**src/rtl/core/prrp_pkg.sv**
```systemverilog
`timescale 1ns / 1ps
// Shared types and constants for the priority round-robin picker.
// No dependencies; imported by the core, the checker and the testbench.
package prrp_pkg;

  localparam int NUM_SLOTS_DEF = 64;
  localparam int PRIO_W        = 6;
  localparam int IDX_OUT_W     = 6;

  localparam logic [PRIO_W-1:0] CEILING_RESET = 6'd19;

  localparam logic OP_WRITE = 1'b0;
  localparam logic OP_PICK  = 1'b1;

  typedef enum logic [2:0] {
    ST_CLEAR,
    ST_IDLE,
    ST_BEST,
    ST_SCAN,
    ST_FINISH
  } prrp_state_t;

endpackage

```
**src/rtl/core/prrp_ram.sv**
```systemverilog
`timescale 1ns / 1ps
// Generic single-write, single-read RAM with registered read data.
// No dependencies.
module prrp_ram #(
  parameter int WIDTH = 8,
  parameter int DEPTH = 64
) (
  input  logic                     clk,
  input  logic                     we,
  input  logic [$clog2(DEPTH)-1:0] waddr,
  input  logic [WIDTH-1:0]         wdata,
  input  logic [$clog2(DEPTH)-1:0] raddr,
  output logic [WIDTH-1:0]         rdata
);

  logic [WIDTH-1:0] mem [DEPTH];

  always_ff @(posedge clk) begin
    if (we) begin
      mem[waddr] <= wdata;
    end
    rdata <= mem[raddr];
  end

endmodule

```
**src/rtl/core/priority_round_robin_picker_core.sv**
```systemverilog
`timescale 1ns / 1ps
// Top level of the priority round-robin picker: sequencer, slot table RAM, result register.
// Depends on prrp_pkg and prrp_ram.
//
// Strict-priority round-robin picker. Slots live in one RAM ({runnable, priority}) that is
// read one entry per cycle. After reset the table is cleared one entry a cycle, and in_ready
// stays low until the clear is done (configuration writes are still taken). A write item goes
// through ST_IDLE and ST_FINISH. A pick item makes one pass over the RAM to find the best
// priority at or below the priority ceiling, then a round-robin pass starting after the last
// pick that stops at the first qualifying slot. Both passes are bound by the single RAM read
// port. Every item yields one result; the result register lets the next item start while a
// result still waits on out_ready.
module priority_round_robin_picker_core
  import prrp_pkg::*;
#(
  parameter int NUM_SLOTS = NUM_SLOTS_DEF
) (
  input  logic                 clk,
  input  logic                 rst,
  input  logic                 in_valid,
  output logic                 in_ready,
  input  logic                 opcode,
  input  logic [5:0]           slot_index,
  input  logic                 slot_runnable,
  input  logic [PRIO_W-1:0]    slot_priority,
  output logic                 out_valid,
  input  logic                 out_ready,
  output logic                 picked_valid,
  output logic [IDX_OUT_W-1:0] picked_index,
  output logic [PRIO_W-1:0]    picked_priority,
  input  logic                 cfg_wr_en,
  input  logic [PRIO_W-1:0]    cfg_wr_data
);

  localparam int IDX_W = $clog2(NUM_SLOTS);
  localparam int CNT_W = $clog2(NUM_SLOTS + 1);
  localparam int ENT_W = PRIO_W + 1;
  localparam logic [IDX_W-1:0] LAST_IDX = IDX_W'(NUM_SLOTS - 1);
  localparam logic [CNT_W-1:0] CNT_LAST = CNT_W'(NUM_SLOTS - 1);
  localparam logic [CNT_W-1:0] CNT_END  = CNT_W'(NUM_SLOTS);

  prrp_state_t state, state_next;

  logic [CNT_W-1:0]     cnt, cnt_next;
  logic [IDX_W-1:0]     pos_iss, pos_iss_next;
  logic [IDX_W-1:0]     pos_dat, pos_dat_next;
  logic [IDX_W-1:0]     ptr, ptr_next;
  logic [PRIO_W-1:0]    best, best_next;
  logic [PRIO_W-1:0]    ceiling;
  logic                 res_valid, res_valid_next;
  logic [IDX_OUT_W-1:0] res_idx, res_idx_next;
  logic [PRIO_W-1:0]    res_prio, res_prio_next;
  logic                 load_out;

  logic                 ram_we;
  logic [IDX_W-1:0]     ram_waddr;
  logic [ENT_W-1:0]     ram_wdata;
  logic [IDX_W-1:0]     ram_raddr;
  logic [ENT_W-1:0]     ram_rdata;

  logic                 rd_run;
  logic [PRIO_W-1:0]    rd_prio;
  logic                 wr_in_range;
  logic [IDX_W-1:0]     ptr_wrap;
  logic [IDX_W-1:0]     pos_iss_wrap;

  assign rd_run       = ram_rdata[ENT_W-1];
  assign rd_prio      = ram_rdata[PRIO_W-1:0];
  assign wr_in_range  = 32'(slot_index) < NUM_SLOTS;
  assign ptr_wrap     = (ptr == LAST_IDX) ? '0 : ptr + 1'b1;
  assign pos_iss_wrap = (pos_iss == LAST_IDX) ? '0 : pos_iss + 1'b1;

  prrp_ram #(
    .WIDTH (ENT_W),
    .DEPTH (NUM_SLOTS)
  ) u_slot_ram (
    .clk   (clk),
    .we    (ram_we),
    .waddr (ram_waddr),
    .wdata (ram_wdata),
    .raddr (ram_raddr),
    .rdata (ram_rdata)
  );

  always_ff @(posedge clk) begin
    if (rst) begin
      state     <= ST_CLEAR;
      cnt       <= '0;
      ptr       <= LAST_IDX;
      ceiling   <= CEILING_RESET;
      out_valid <= 1'b0;
    end else begin
      state <= state_next;
      cnt   <= cnt_next;
      ptr   <= ptr_next;
      if (cfg_wr_en) begin
        ceiling <= cfg_wr_data;
      end
      if (load_out) begin
        out_valid <= 1'b1;
      end else if (out_ready) begin
        out_valid <= 1'b0;
      end
    end
  end

  // datapath registers, no reset needed
  always_ff @(posedge clk) begin
    pos_iss   <= pos_iss_next;
    pos_dat   <= pos_dat_next;
    best      <= best_next;
    res_valid <= res_valid_next;
    res_idx   <= res_idx_next;
    res_prio  <= res_prio_next;
    if (load_out) begin
      picked_valid    <= res_valid;
      picked_index    <= res_idx;
      picked_priority <= res_prio;
    end
  end

  always_comb begin
    state_next     = state;
    cnt_next       = cnt;
    pos_iss_next   = pos_iss;
    pos_dat_next   = pos_dat;
    ptr_next       = ptr;
    best_next      = best;
    res_valid_next = res_valid;
    res_idx_next   = res_idx;
    res_prio_next  = res_prio;
    load_out       = 1'b0;
    in_ready       = 1'b0;
    ram_we         = 1'b0;
    ram_waddr      = '0;
    ram_wdata      = '0;
    ram_raddr      = pos_iss;

    unique case (state)
      ST_CLEAR: begin
        ram_we    = 1'b1;
        ram_waddr = cnt[IDX_W-1:0];
        if (cnt == CNT_LAST) begin
          cnt_next   = '0;
          state_next = ST_IDLE;
        end else begin
          cnt_next = cnt + 1'b1;
        end
      end

      ST_IDLE: begin
        in_ready = 1'b1;
        if (in_valid) begin
          if (opcode == OP_WRITE) begin
            ram_we         = wr_in_range;
            ram_waddr      = IDX_W'(slot_index);
            ram_wdata      = {slot_runnable, slot_priority};
            res_valid_next = 1'b0;
            res_idx_next   = '0;
            res_prio_next  = '0;
            state_next     = ST_FINISH;
          end else begin
            best_next  = ceiling;
            cnt_next   = '0;
            state_next = ST_BEST;
          end
        end
      end

      // pass 1: read slot cnt, evaluate the slot read in the previous cycle
      ST_BEST: begin
        ram_raddr = (cnt < CNT_END) ? cnt[IDX_W-1:0] : '0;
        if (cnt != '0 && rd_run && rd_prio < best) begin
          best_next = rd_prio;
        end
        if (cnt == CNT_END) begin
          cnt_next     = '0;
          pos_iss_next = ptr_wrap;
          state_next   = ST_SCAN;
        end else begin
          cnt_next = cnt + 1'b1;
        end
      end

      // pass 2: round-robin from the slot after the pointer, first hit wins
      ST_SCAN: begin
        ram_raddr    = pos_iss;
        pos_iss_next = pos_iss_wrap;
        pos_dat_next = pos_iss;
        cnt_next     = cnt + 1'b1;
        if (cnt != '0 && rd_run && rd_prio <= best) begin
          res_valid_next = 1'b1;
          res_idx_next   = IDX_OUT_W'(pos_dat);
          res_prio_next  = rd_prio;
          ptr_next       = pos_dat;
          state_next     = ST_FINISH;
        end else if (cnt == CNT_END) begin
          res_valid_next = 1'b0;
          res_idx_next   = '0;
          res_prio_next  = '0;
          state_next     = ST_FINISH;
        end
      end

      ST_FINISH: begin
        if (!out_valid || out_ready) begin
          load_out   = 1'b1;
          state_next = ST_IDLE;
        end
      end

      default: begin
        state_next = ST_IDLE;
      end
    endcase
  end

endmodule

```
**config.mk**
```make
export PLATFORM = sky130hd
export DESIGN_NAME = priority_round_robin_picker_core
export DESIGN_NICKNAME = d
export VERILOG_FILES = /design/src/rtl/core/prrp_pkg.sv /design/src/rtl/core/prrp_ram.sv /design/src/rtl/core/priority_round_robin_picker_core.sv
export SDC_FILE = /design/constraint.sdc
export NUM_CORES = 1
export LEC_CHECK = 0
export BUFFER_PORTS_ARGS = -buffer_cell sky130_fd_sc_hd__buf_2
export CAP_MARGIN = 20
export CORE_UTILIZATION = 47
export CTS_BUF_LIST = sky130_fd_sc_hd__clkbuf_2 sky130_fd_sc_hd__clkbuf_4 sky130_fd_sc_hd__clkbuf_8
export CTS_CLUSTER_DIAMETER = 50
export DETAILED_ROUTE_END_ITERATION = 7
export GPL_TIMING_DRIVEN = 0
export HOLD_SLACK_MARGIN = 0.12
export PLACE_DENSITY = 0.62
export SLEW_MARGIN = 20
export SYNTH_ARGS = -nofsm -noshare
export SYNTH_HDL_FRONTEND = slang
export SYNTH_SLANG_ARGS = --single-unit
```
**constraint.sdc**
```tcl
create_clock -name clk -period 3.6 [get_ports clk]
set_input_delay 0.54 -clock clk [delete_from_list [all_inputs] [get_ports clk]]
set_output_delay 0.54 -clock clk [all_outputs]
set_load 0.02 [all_outputs]
```
== Yosys cells after proc, flatten, opt, wreduce, memory -nomap -nowiden ==
Memory sizes are Yosys's and may differ from the RTL's. A register that Yosys moved wholly into a read port is not among the register bits.
Cells that the tools add are included.

* Register bits after elaboration: 67
* Latch bits: 0
* RAM bits: 448
* ROM bits: 0
* Input port bits: 25
* Memories kept: 1

* Add/sub/neg operators: 3
* Multipliers: 0
* Div/mod/pow operators: 0
* Magnitude comparators: 3
* Equality and inequality tests: 16
* Shift operators: 0
* Mux-type cells: 51
* Bitwise gates (word level): 0
* Reductions and logical operators: 18

{| class="wikitable"
|+ Memories
! name !! depth !! bits a word !! read ports !! clocked after memory_dff !! write ports !! line !! source
|-
| u_slot_ram.mem || 64 || 7 || 1 || 1 || 1 || prrp_ram.sv:16 || <nowiki>logic [WIDTH-1:0] mem [DEPTH];</nowiki>
|}

{| class="wikitable"
|+ Operators by type and width
! operator !! count
|-
| two-way mux 6 bit || 15
|-
| case mux 6 bit (2 select lines) || 5
|-
| two-way mux 7 bit || 7
|-
| case mux 7 bit (4 select lines) || 1
|-
| two-way mux 3 bit || 7
|-
| case mux 3 bit (5 select lines) || 1
|-
| inequality test 2 bit (second input constant) || 7
|-
| two-way mux 1 bit || 13
|-
| adder 6 x 1 -> 6 bit (second input constant) || 2
|-
| equality test 6 bit (second input constant) || 2
|-
| AND reduction 4 bit || 2
|-
| nonzero test 2 bit || 4
|-
| adder 7 x 1 -> 7 bit (second input constant) || 1
|-
| equality test 7 x 6 -> 1 bit (second input constant) || 1
|-
| equality test 7 bit (second input constant) || 1
|-
| less-than comparator 7 bit (second input constant) || 1
|-
| nonzero test 7 bit || 1
|-
| equality test 3 x 2 -> 1 bit (second input constant) || 2
|-
| <= comparator 6 bit || 1
|-
| less-than comparator 6 bit || 1
|-
| AND reduction 5 bit || 1
|-
| case mux 1 bit (2 select lines) || 2
|-
| AND reduction 2 bit || 2
|-
| nonzero test 4 bit || 1
|-
| 8 further kinds || 10
|}

== Longest topological paths before layout ==
Gate-level depths: netlist of run 1.

* Depth after elaboration: 5
* Gate-level depth with buffers: 11
* Mapped depth without buffers: 9

== Cells and area by module ==
A second synthesis of run 1 with hierarchy kept.

* Cell total of the unflattened synthesis: 1146
* Area total of the unflattened synthesis: 20962.6 um^2

{| class="wikitable"
|+ Modules (own cells, without submodules)
! module !! instances !! cells an instance !! area each (um^2) !! seq. area each (um^2)
|-
| prrp_ram || 1 || 827 || 17635.7 || 13593.0
|-
| priority_round_robin_picker_core || 1 || 319 || 3326.9 || 1781.7
|}

== Worst setup path after synthesis of run 1 ==
Ideal clock, no wire load.

* Path type: register to register
* From: register best[3]
* To: register res_idx[0] (enable)
* Setup time: 0.400 ns
* Data arrival time: 2.487 ns
* Path slack: 0.714 ns
* Stages on the path, launching flop included: 10
* Path buffers: 0
* Cells stage by stage: edfxtp_1 inv_1 ha_1 a21o_1 a21oi_1 o221ai_1 a21oi_1 nor2_1 and2_1 nor3_1

* Cells in the longest elaborated chain, start to end: 4

{| class="wikitable"
|+ Ends and longest elaborated chain
! element !! line !! source
|-
| start, declared || priority_round_robin_picker_core.sv:48 || <nowiki>logic [PRIO_W-1:0] best, best_next;</nowiki>
|-
| start signal, assigned || priority_round_robin_picker_core.sv:111 || <nowiki>best <= best_next;</nowiki>
|-
| <= comparator 6 bit || priority_round_robin_picker_core.sv:191 || <nowiki>if (cnt != '0 && rd_run && rd_prio <= best) begin</nowiki>
|-
| logical AND 1 bit || priority_round_robin_picker_core.sv:191 ||
|-
| inequality test 3 bit (no source line) || n/a ||
|-
| AND reduction 4 bit (no source line) || n/a ||
|-
| end signal, assigned || priority_round_robin_picker_core.sv:113 || <nowiki>res_idx <= res_idx_next;</nowiki>
|-
| end, declared || priority_round_robin_picker_core.sv:51 || <nowiki>logic [IDX_OUT_W-1:0] res_idx, res_idx_next;</nowiki>
|}

No other way between the ends.
A chain may end at the register's enable or synchronous reset.

== Worst setup path in the final report of run 1 ==
* From: register state[0]
* To: memory u_slot_ram.mem[16][3] (netlist name) (enable)

* Cells in the longest elaborated chain, start to end: 4
* Elaborated cells on any way between the ends: 6
* Classes of those cells: eq/ne (1); mux (4); reduce/logical (1)

{| class="wikitable"
|+ Ends and longest elaborated chain
! element !! line !! source
|-
| start, declared || priority_round_robin_picker_core.sv:42 || <nowiki>prrp_state_t state, state_next;</nowiki>
|-
| start signal, assigned || priority_round_robin_picker_core.sv:93 || <nowiki>state <= state_next;</nowiki>
|-
| equality test 3 x 1 -> 1 bit / zero test 3 bit (equally long branches) || priority_round_robin_picker_core.sv:139 || <nowiki>unique case (state)</nowiki>
|-
| case mux 1 bit (2 select lines) || priority_round_robin_picker_core.sv:139 ||
|-
| two-way mux 1 bit || prrp_ram.sv:19 || <nowiki>if (we) begin</nowiki>
|-
| two-way mux 1 bit (implied by the code) || prrp_ram.sv:20 || <nowiki>mem[waddr] <= wdata;</nowiki>
|-
| end, declared || prrp_ram.sv:16 ||
|}

Parallel ways exist; a longest one is shown, timed or not.

==> key figures, run 1 <==
Clocking
  – Clock Root Buffer: clkbuf_8
  – Sink Count: 522
  – Num CTS Buffers: 86
  – Reg clk slew, reported paths: 0.06 ns
  – Clock Path Buffers: 3
  – # H-tree levels: 3
  – TritonCTS clock tree: built
  – Clk Latency, worst-skew pair: 0.65 ns

Critical path
  – Worst Setup SP: state[0]
  – Slowest stage delay, CP: 0.62 ns
  – WS Path Type: reg -> reg
  – CP max-delay cell: nor2_1
  – FF-to-FF path depth: 7
  – Reg2reg start: state[0]
  – CP endpoint: u_slot_ram.mem[16][3]
  – Startpoint Class: register
  – R2r endpoint: u_slot_ram.mem[16][3]
  – Endpoint type of the worst setup path: register
  – Worst path required time: 3.88 ns
  – R2R setup slack: 0.10 ns
  – Crit-path cells: clkbuf_1 > inv_1 > a22oi_1 > and2_1 > o2111ai_2 > buf_6 > nor2_1
  – Crit path max fanout: 10
  – WP data arrival: 3.77 ns

Detailed routing
  – WL/cell: 23.4 um
  – Vias per std cell: 5.69
  – Iter 0 DRT Violations: 1484
  – Drt first pass iters: 7
  – DRC: 0
  – ANT nets after route: 0
  – Final wirelength: 55.7 mm
  – DR vias: 13.5k

Placement
  – IO Port Bufs: 38
  – Detailed Place HPWL: 37.1 mm
  – GP Congestion: 0.915
  – Post-place setup slack: -0.191 ns

Yosys
  – Mapped Avg Cell Area: 13.3 sq um
  – Synth cell types: 50
  – Top FF cell, synth: edfxtp_1
  – Yosys reg bits: 522
  – Syn_nets: 1620
  – Post-synth EDFFs: 492
  – Mapped Cells: 1585
  – Synth area leaders: edfxtp_1 70%, nand2_1 6.8%, mux2i_1 3.1%, nand3_1 3.0%, dfxtp_1 2.9%
  – Share of the synthesized area in the top cell type: 70.3%
  – Most frequent cell after synthesis: edfxtp_1
  – Yosys warns: 0
  – Sequential area share after synthesis: 73.1%
  – Cell Area, Synth: 21000 sq um
  – Post-synth top cells: 492 x edfxtp_1, 380 x nand2_1, 126 x nand3_1
  – Largest area contributor in the netlist: edfxtp_1
  – Post-synth ARST share: 0%

Final layout
  – Fillcell total: 3738
  – Final nets: 1762
  – Multi-input gate area: 5410 sq um
  – Synth-to-layout area growth: 14.5%
  – Share of cells above drive strength 1: 16.8%
  – Seq. cell area: 15400 sq um

Global route
  – Grt ovf: 0
  – Pin count of the biggest net entering global routing: 65
  – Vias in the first global route: 13.3k
  – First-pass GRT wire length: 82.2 mm
  – Initial antenna violation count: 2
  – Global Route Usage Sum: 25.1%

Min path
  – Hold crit path type: in -> reg

Power
  – Leakage power: 8.80 nW
  – Switch share: 20.4%
  – P_sw: 2.40 mW
  – Combinational share of power: 1.3%
  – Cell Int Power: 9.36 mW
  – Clock group share of total power: 42.6%
  – PnR Total Power: 11.8 mW
  – Peak supply drop: 0.282 mV
  – PD cells: 489 nW/um^2
  – Share of power burned in registers: 56.1%

Die
  – Die W: 214 um
  – Initial Util: 47.6%
  – # rows: 77
  – Die area: 45600 sq um
  – I/O pin count: 40
  – DIE HEIGHT: 214 um
  – Core ar.: 44100 sq um

Timing
  – Fmax: 286 MHz
  – RSZ-0062 raised after global routing: false
  – Fin crit share: 97.1%
  – Hold Fails Final Rpt: 0
  – Final WS setup: 0.105 ns
  – Setup violations, final: 0
  – Slew Limit Fails: 0
  – Worst Skew: 0.0149 ns
  – Max transition margin: 34.9%
  – Worst-Margin Slew: 0.968 ns
  – Fin crit period: 3.50 ns

Status
  – Run status: completed

Job
  – Max_cap viols: 0
-- cell usage in the layout (no fill, tap or decap), types with 7 or more instances in the layout --
cell	count
and4_1	7
nor2_1	38
nand4_1	37
buf_4	7
nand2_1	380
o2111ai_1	14
a31oi_1	36
clkbuf_8	93
clkbuf_4	29
and3_1	26
xor2_1	7
ha_1	10
nor2b_1	21
edfxtp_1	492
a211o_1	9
nand3_1	121
o21ai_0	8
a211oi_1	9
clkbuf_1	40
inv_1	15
nand2b_1	7
mux2i_1	65
nor2_2	51
a32oi_1	28
buf_2	76
a21oi_1	18
clkinv_1	19
dfxtp_1	30
-- cells by family (layout without fill, tap and decap cells) --
group / after synthesis / in the layout / share of synthesized area [%]
AO/OA/AOI/OAI: 146 / 146 / 4.98
XOR/XNOR: 12 / 12 / 0.500
adder cells (fa/ha/maj): 10 / 10 / 0.595
buffers and inverters: 103 / 307 / 2.17
flip-flops: 522 / 522 / 73.1
multiplexers: 68 / 68 / 3.25
other: 0 / 1 / 0
AND/OR/NAND/NOR: 724 / 724 / 15.4
-- worst max-delay path, delay by kind of cell (launching register included) --
| kind | cells | cell delay (ns) |
|---|---|---|
| compound gates | 2 | 0.80 |
| simple gates | 2 | 0.89 |
| flops | 1 | 0.45 |
| buf+inv | 3 | 0.99 |
-- through the flow --
step                cells  util (%)  TNS (ns)  instance area (sq um)  hold WS [ns]
detailed placement   2224      50.2     -6.89                  22200         0.406
global route         2381      54.5         0                  24100         0.149
finish               2382      54.5         0                  24100         0.145
floorplan            1585         -         0                  21000         0.400
CTS                  2379      54.1     -5.15                  23900         0.122
global placement     2215      49.8   -267.10                  22000         0.401
-- layer usage --
layer | up-vias | track usage (%) | routed length [um]
met5 | - | 1.29 | 77
met4 | 2 | 12.0 | 2050
met3 | 101 | 5.77 | 4790
met2 | 630 | 38.7 | 25600
met1 | 6645 | 33.7 | 23200
li1 | 6169 | - | -
-- area by class of cell --
class | count | area share [%]
multi-input cells | 960 | 22.5
repair buffers | 55 | 1.83
flip-flops and latches | 522 | 63.9
clock inverters | 28 | 0.619
inverters | 15 | 0.234
well taps | 592 | 3.08
diodes | 1 | 0.0104
plain buffers | 87 | 1.65
clock buffers | 122 | 6.22
-- power by group through the flow --
stage	Sequential [mW]	Combinational (mW)	Clock, mW
global route	6.59	0.166	5.37
CTS	6.59	0.144	5.09
detailed placement	6.72	0.138	0
finish	6.59	0.158	5.01
global placement	6.72	0.129	0
floorplan	6.71	0.0710	0
-- worst min path at each step --
| stage | start | to | slack [ns] | depth (start not counted) |
|---|---|---|---|---|
| after floorplan | res_idx[0] | picked_index[0] | 0.40 | 0 |
| after global placement | res_idx[3] | picked_index[3] | 0.40 | 0 |
| after detailed placement | res_idx[3] | picked_index[3] | 0.41 | 0 |
| after CTS | cfg_wr_data[3] | ceiling[3] | 0.12 | 3 |
| after global routing | cfg_wr_data[3] | ceiling[3] | 0.15 | 3 |
| final | cfg_wr_data[3] | ceiling[3] | 0.14 | 3 |
-- timing repair --
action / CTS / global route
buffers inserted: 0 / 3
endpoints found under the hold margin: 5 / 0
endpoints found under the setup margin: 95 / 388
hold buffers: 5 / 0
gates resized for setup: 10 / 54
gates cloned: 0 / 0
-- sequential cells by signal, summed over array words and instances (netlist names) --
register          count
picked_priority       6
out_valid             1
pos_dat               6
pos_iss               6
picked_valid          1
res_valid             1
ceiling               6
cnt                   7
state                 3
res_idx               6
res_prio              6
best                  6
ptr                   6
picked_index          6
u_slot_ram.mem      448
u_slot_ram.rdata      7
Power figures use the tool's default switching activity.
==> run 2, diff against run 1 <==
SLEW_MARGIN = default   (was 20)
clock period = 4.47 ns   (was 3.6 ns; I/O delays follow)
==> key figures, run 2 (synthesis results as in run 1) <==
Final layout
  – Commonest non-fill, non-tap cells in the layout: 492 x edfxtp_1, 380 x nand2_1, 126 x nand3_1
  – Multi-input gate area: 5220 sq um
  – Layout Utilization: 53.8%
  – Seq. cell area: 15400 sq um
  – Biggest register: u_slot_ram.mem
  – Share of cells above drive strength 1: 13.3%
  – Final nets: 1750
  – Max FFs per register: 448
  – Commonest non-fill, non-tap cell in the layout: edfxtp_1
  – Synth-to-layout area growth: 12.8%
  – Largest regs: u_slot_ram.mem: 448 flops, cnt: 7 flops, u_slot_ram.rdata: 7 flops
  – N_diodes: 0
  – Fillcell total: 3800

Global route
  – Pin count of the biggest net entering global routing: 65
  – Global Route Usage Sum: 25.0%
  – M2 GR Usage: 39.5%
  – Vias in the first global route: 13.3k
  – Met1 GRT Util: 32.9%
  – First-pass GRT wire length: 81.9 mm
  – Initial antenna violation count: 1
  – Grt ovf: 0
  – Top Usage Layer GRT: met2
  – Global-route met3 utilization: 5.77%

Power
  – Leakage power: 8.70 nW
  – P_sw: 1.92 mW
  – Switch share: 20.4%
  – Share of power burned in registers: 56.3%
  – Clock group share of total power: 42.5%
  – PnR Total Power: 9.43 mW
  – Combinational share of power: 1.2%
  – Peak supply drop: 0.219 mV
  – Cell Int Power: 7.50 mW
  – PD cells: 397 nW/um^2

Critical path
  – Worst path required time: 4.92 ns
  – WP data arrival: 4.45 ns
  – R2R setup slack: 0.47 ns
  – Endpoint type of the worst setup path: register
  – Crit path max fanout: 10
  – Reg2reg start: state[1]
  – Worst Setup SP: state[1]
  – Startpoint Class: register
  – WS Path Type: reg -> reg
  – FF-to-FF path depth: 9
  – R2r endpoint: u_slot_ram.rdata[2]
  – CP endpoint: u_slot_ram.rdata[2]

Timing
  – Fin crit period: 4.00 ns
  – Fmax: 250 MHz
  – RSZ-0062 raised after global routing: false
  – Max transition margin: 20.7%
  – Worst Skew: 0.0251 ns
  – Hold Fails Final Rpt: 0
  – Worst-Margin Slew: 1.16 ns
  – Slew Limit Fails: 0
  – Fin crit share: 89.4%
  – Setup violations, final: 0
  – Final WS setup: 0.473 ns

Job
  – Max_cap viols: 0

Detailed routing
  – DR vias: 13.5k
  – Drt first pass iters: 5
  – Vias per std cell: 5.68
  – Final wirelength: 55.4 mm
  – Iter 0 DRT Violations: 1451
  – WL/cell: 23.3 um
  – DRC: 0
  – ANT nets after route: 0

Die
  – # rows: 77
  – Die W: 214 um
  – Die area: 45600 sq um
  – I/O pin count: 40
  – Core ar.: 44100 sq um
  – Initial Util: 47.6%
  – DIE HEIGHT: 214 um

Clocking
  – # H-tree levels: 3
  – Clock Path Buffers: 3
  – Hold buffers post-CTS: 0
  – Cts repair resizes: 0
  – Post-CTS setup buffers: 0
  – Sink Count: 522
  – TritonCTS clock tree: built
  – Clk Latency, worst-skew pair: 0.66 ns
  – Reg clk slew, reported paths: 0.06 ns
  – Clock Root Buffer: clkbuf_8
  – Num CTS Buffers: 85

Min path
  – Hold crit path type: in -> reg

Placement
  – IO Port Bufs: 38
  – Post-place setup slack: 0.647 ns
  – GP Congestion: 0.915
  – Detailed Place HPWL: 36.6 mm

Status
  – Run status: completed
[run 2: cell types whose count changed in the layout (fill, tap and decap cells not counted), sizes merged]
cell and change:
buf -6, clkbuf -1, clkinv +2, clkinvlp +5
diode -1, dlygate4sd3 -5, inv -2
[run 2: power by group through the flow]
stage	sequential [mW]	clock (mW)	combinational (mW)
CTS	5.31	4.08	0.108
global placement	5.41	0	0.104
global route	5.31	4.29	0.117
floorplan	5.41	0	0.0571
finish	5.31	4.00	0.110
detailed placement	5.41	0	0.107
[run 2: how the worst min path moves through the flow]
stage	depth (start not counted)	slack [ns]	endpoint	startpoint
6_report	2	0.24	ceiling[1]	cfg_wr_data[1]
5_1_grt	2	0.21	ceiling[1]	cfg_wr_data[1]
4_1_cts	2	0.20	ceiling[1]	cfg_wr_data[1]
3_5_place_dp	0	0.41	picked_priority[5]	res_prio[5]
3_3_place_gp	0	0.40	picked_index[3]	res_idx[3]
2_1_floorplan	0	0.40	picked_index[0]	res_idx[0]
[run 2: per-layer routing]
metal  share of wire [%]  routed length (um)  up-vias
met3                 9.4                5220      109
met5               0.099                  55        -
li1                    -                   -     6138
met2                  46               25500      646
met1                  41               22500     6591
met4                 3.8                2130        2
[run 2: layout make-up]
class | instances | area share (%)
Buffer | 88 | 1.69
Clock buffer | 121 | 6.20
Clock inverter | 33 | 0.765
Inverter | 15 | 0.237
Multi-Input combinational cell | 960 | 22.0
Sequential cell | 522 | 64.8
Tap cell | 592 | 3.12
Timing Repair Buffer | 43 | 1.19
[run 2: metrics by stage]
stage               cell area, sq um  hold WS [ns]  cells  setup TNS (ns)
finish                         23700         0.240   2374               0
global placement               22000         0.401   2215          -0.234
CTS                            23700         0.203   2374               0
detailed placement             22100         0.406   2220               0
global route                   23700         0.214   2374               0
floorplan                      21000         0.400   1585               0
[run 2: worst max-delay path: stages, from the launching register on]
cell     delay, ns
dfxtp_1       0.46
nor3b_4       0.49
mux2i_1       1.00
and2_1        0.26
buf_2         0.26
buf_2         0.37
a32oi_1       0.12
and3_1        0.22
a31oi_1       0.34
nand4_1       0.26
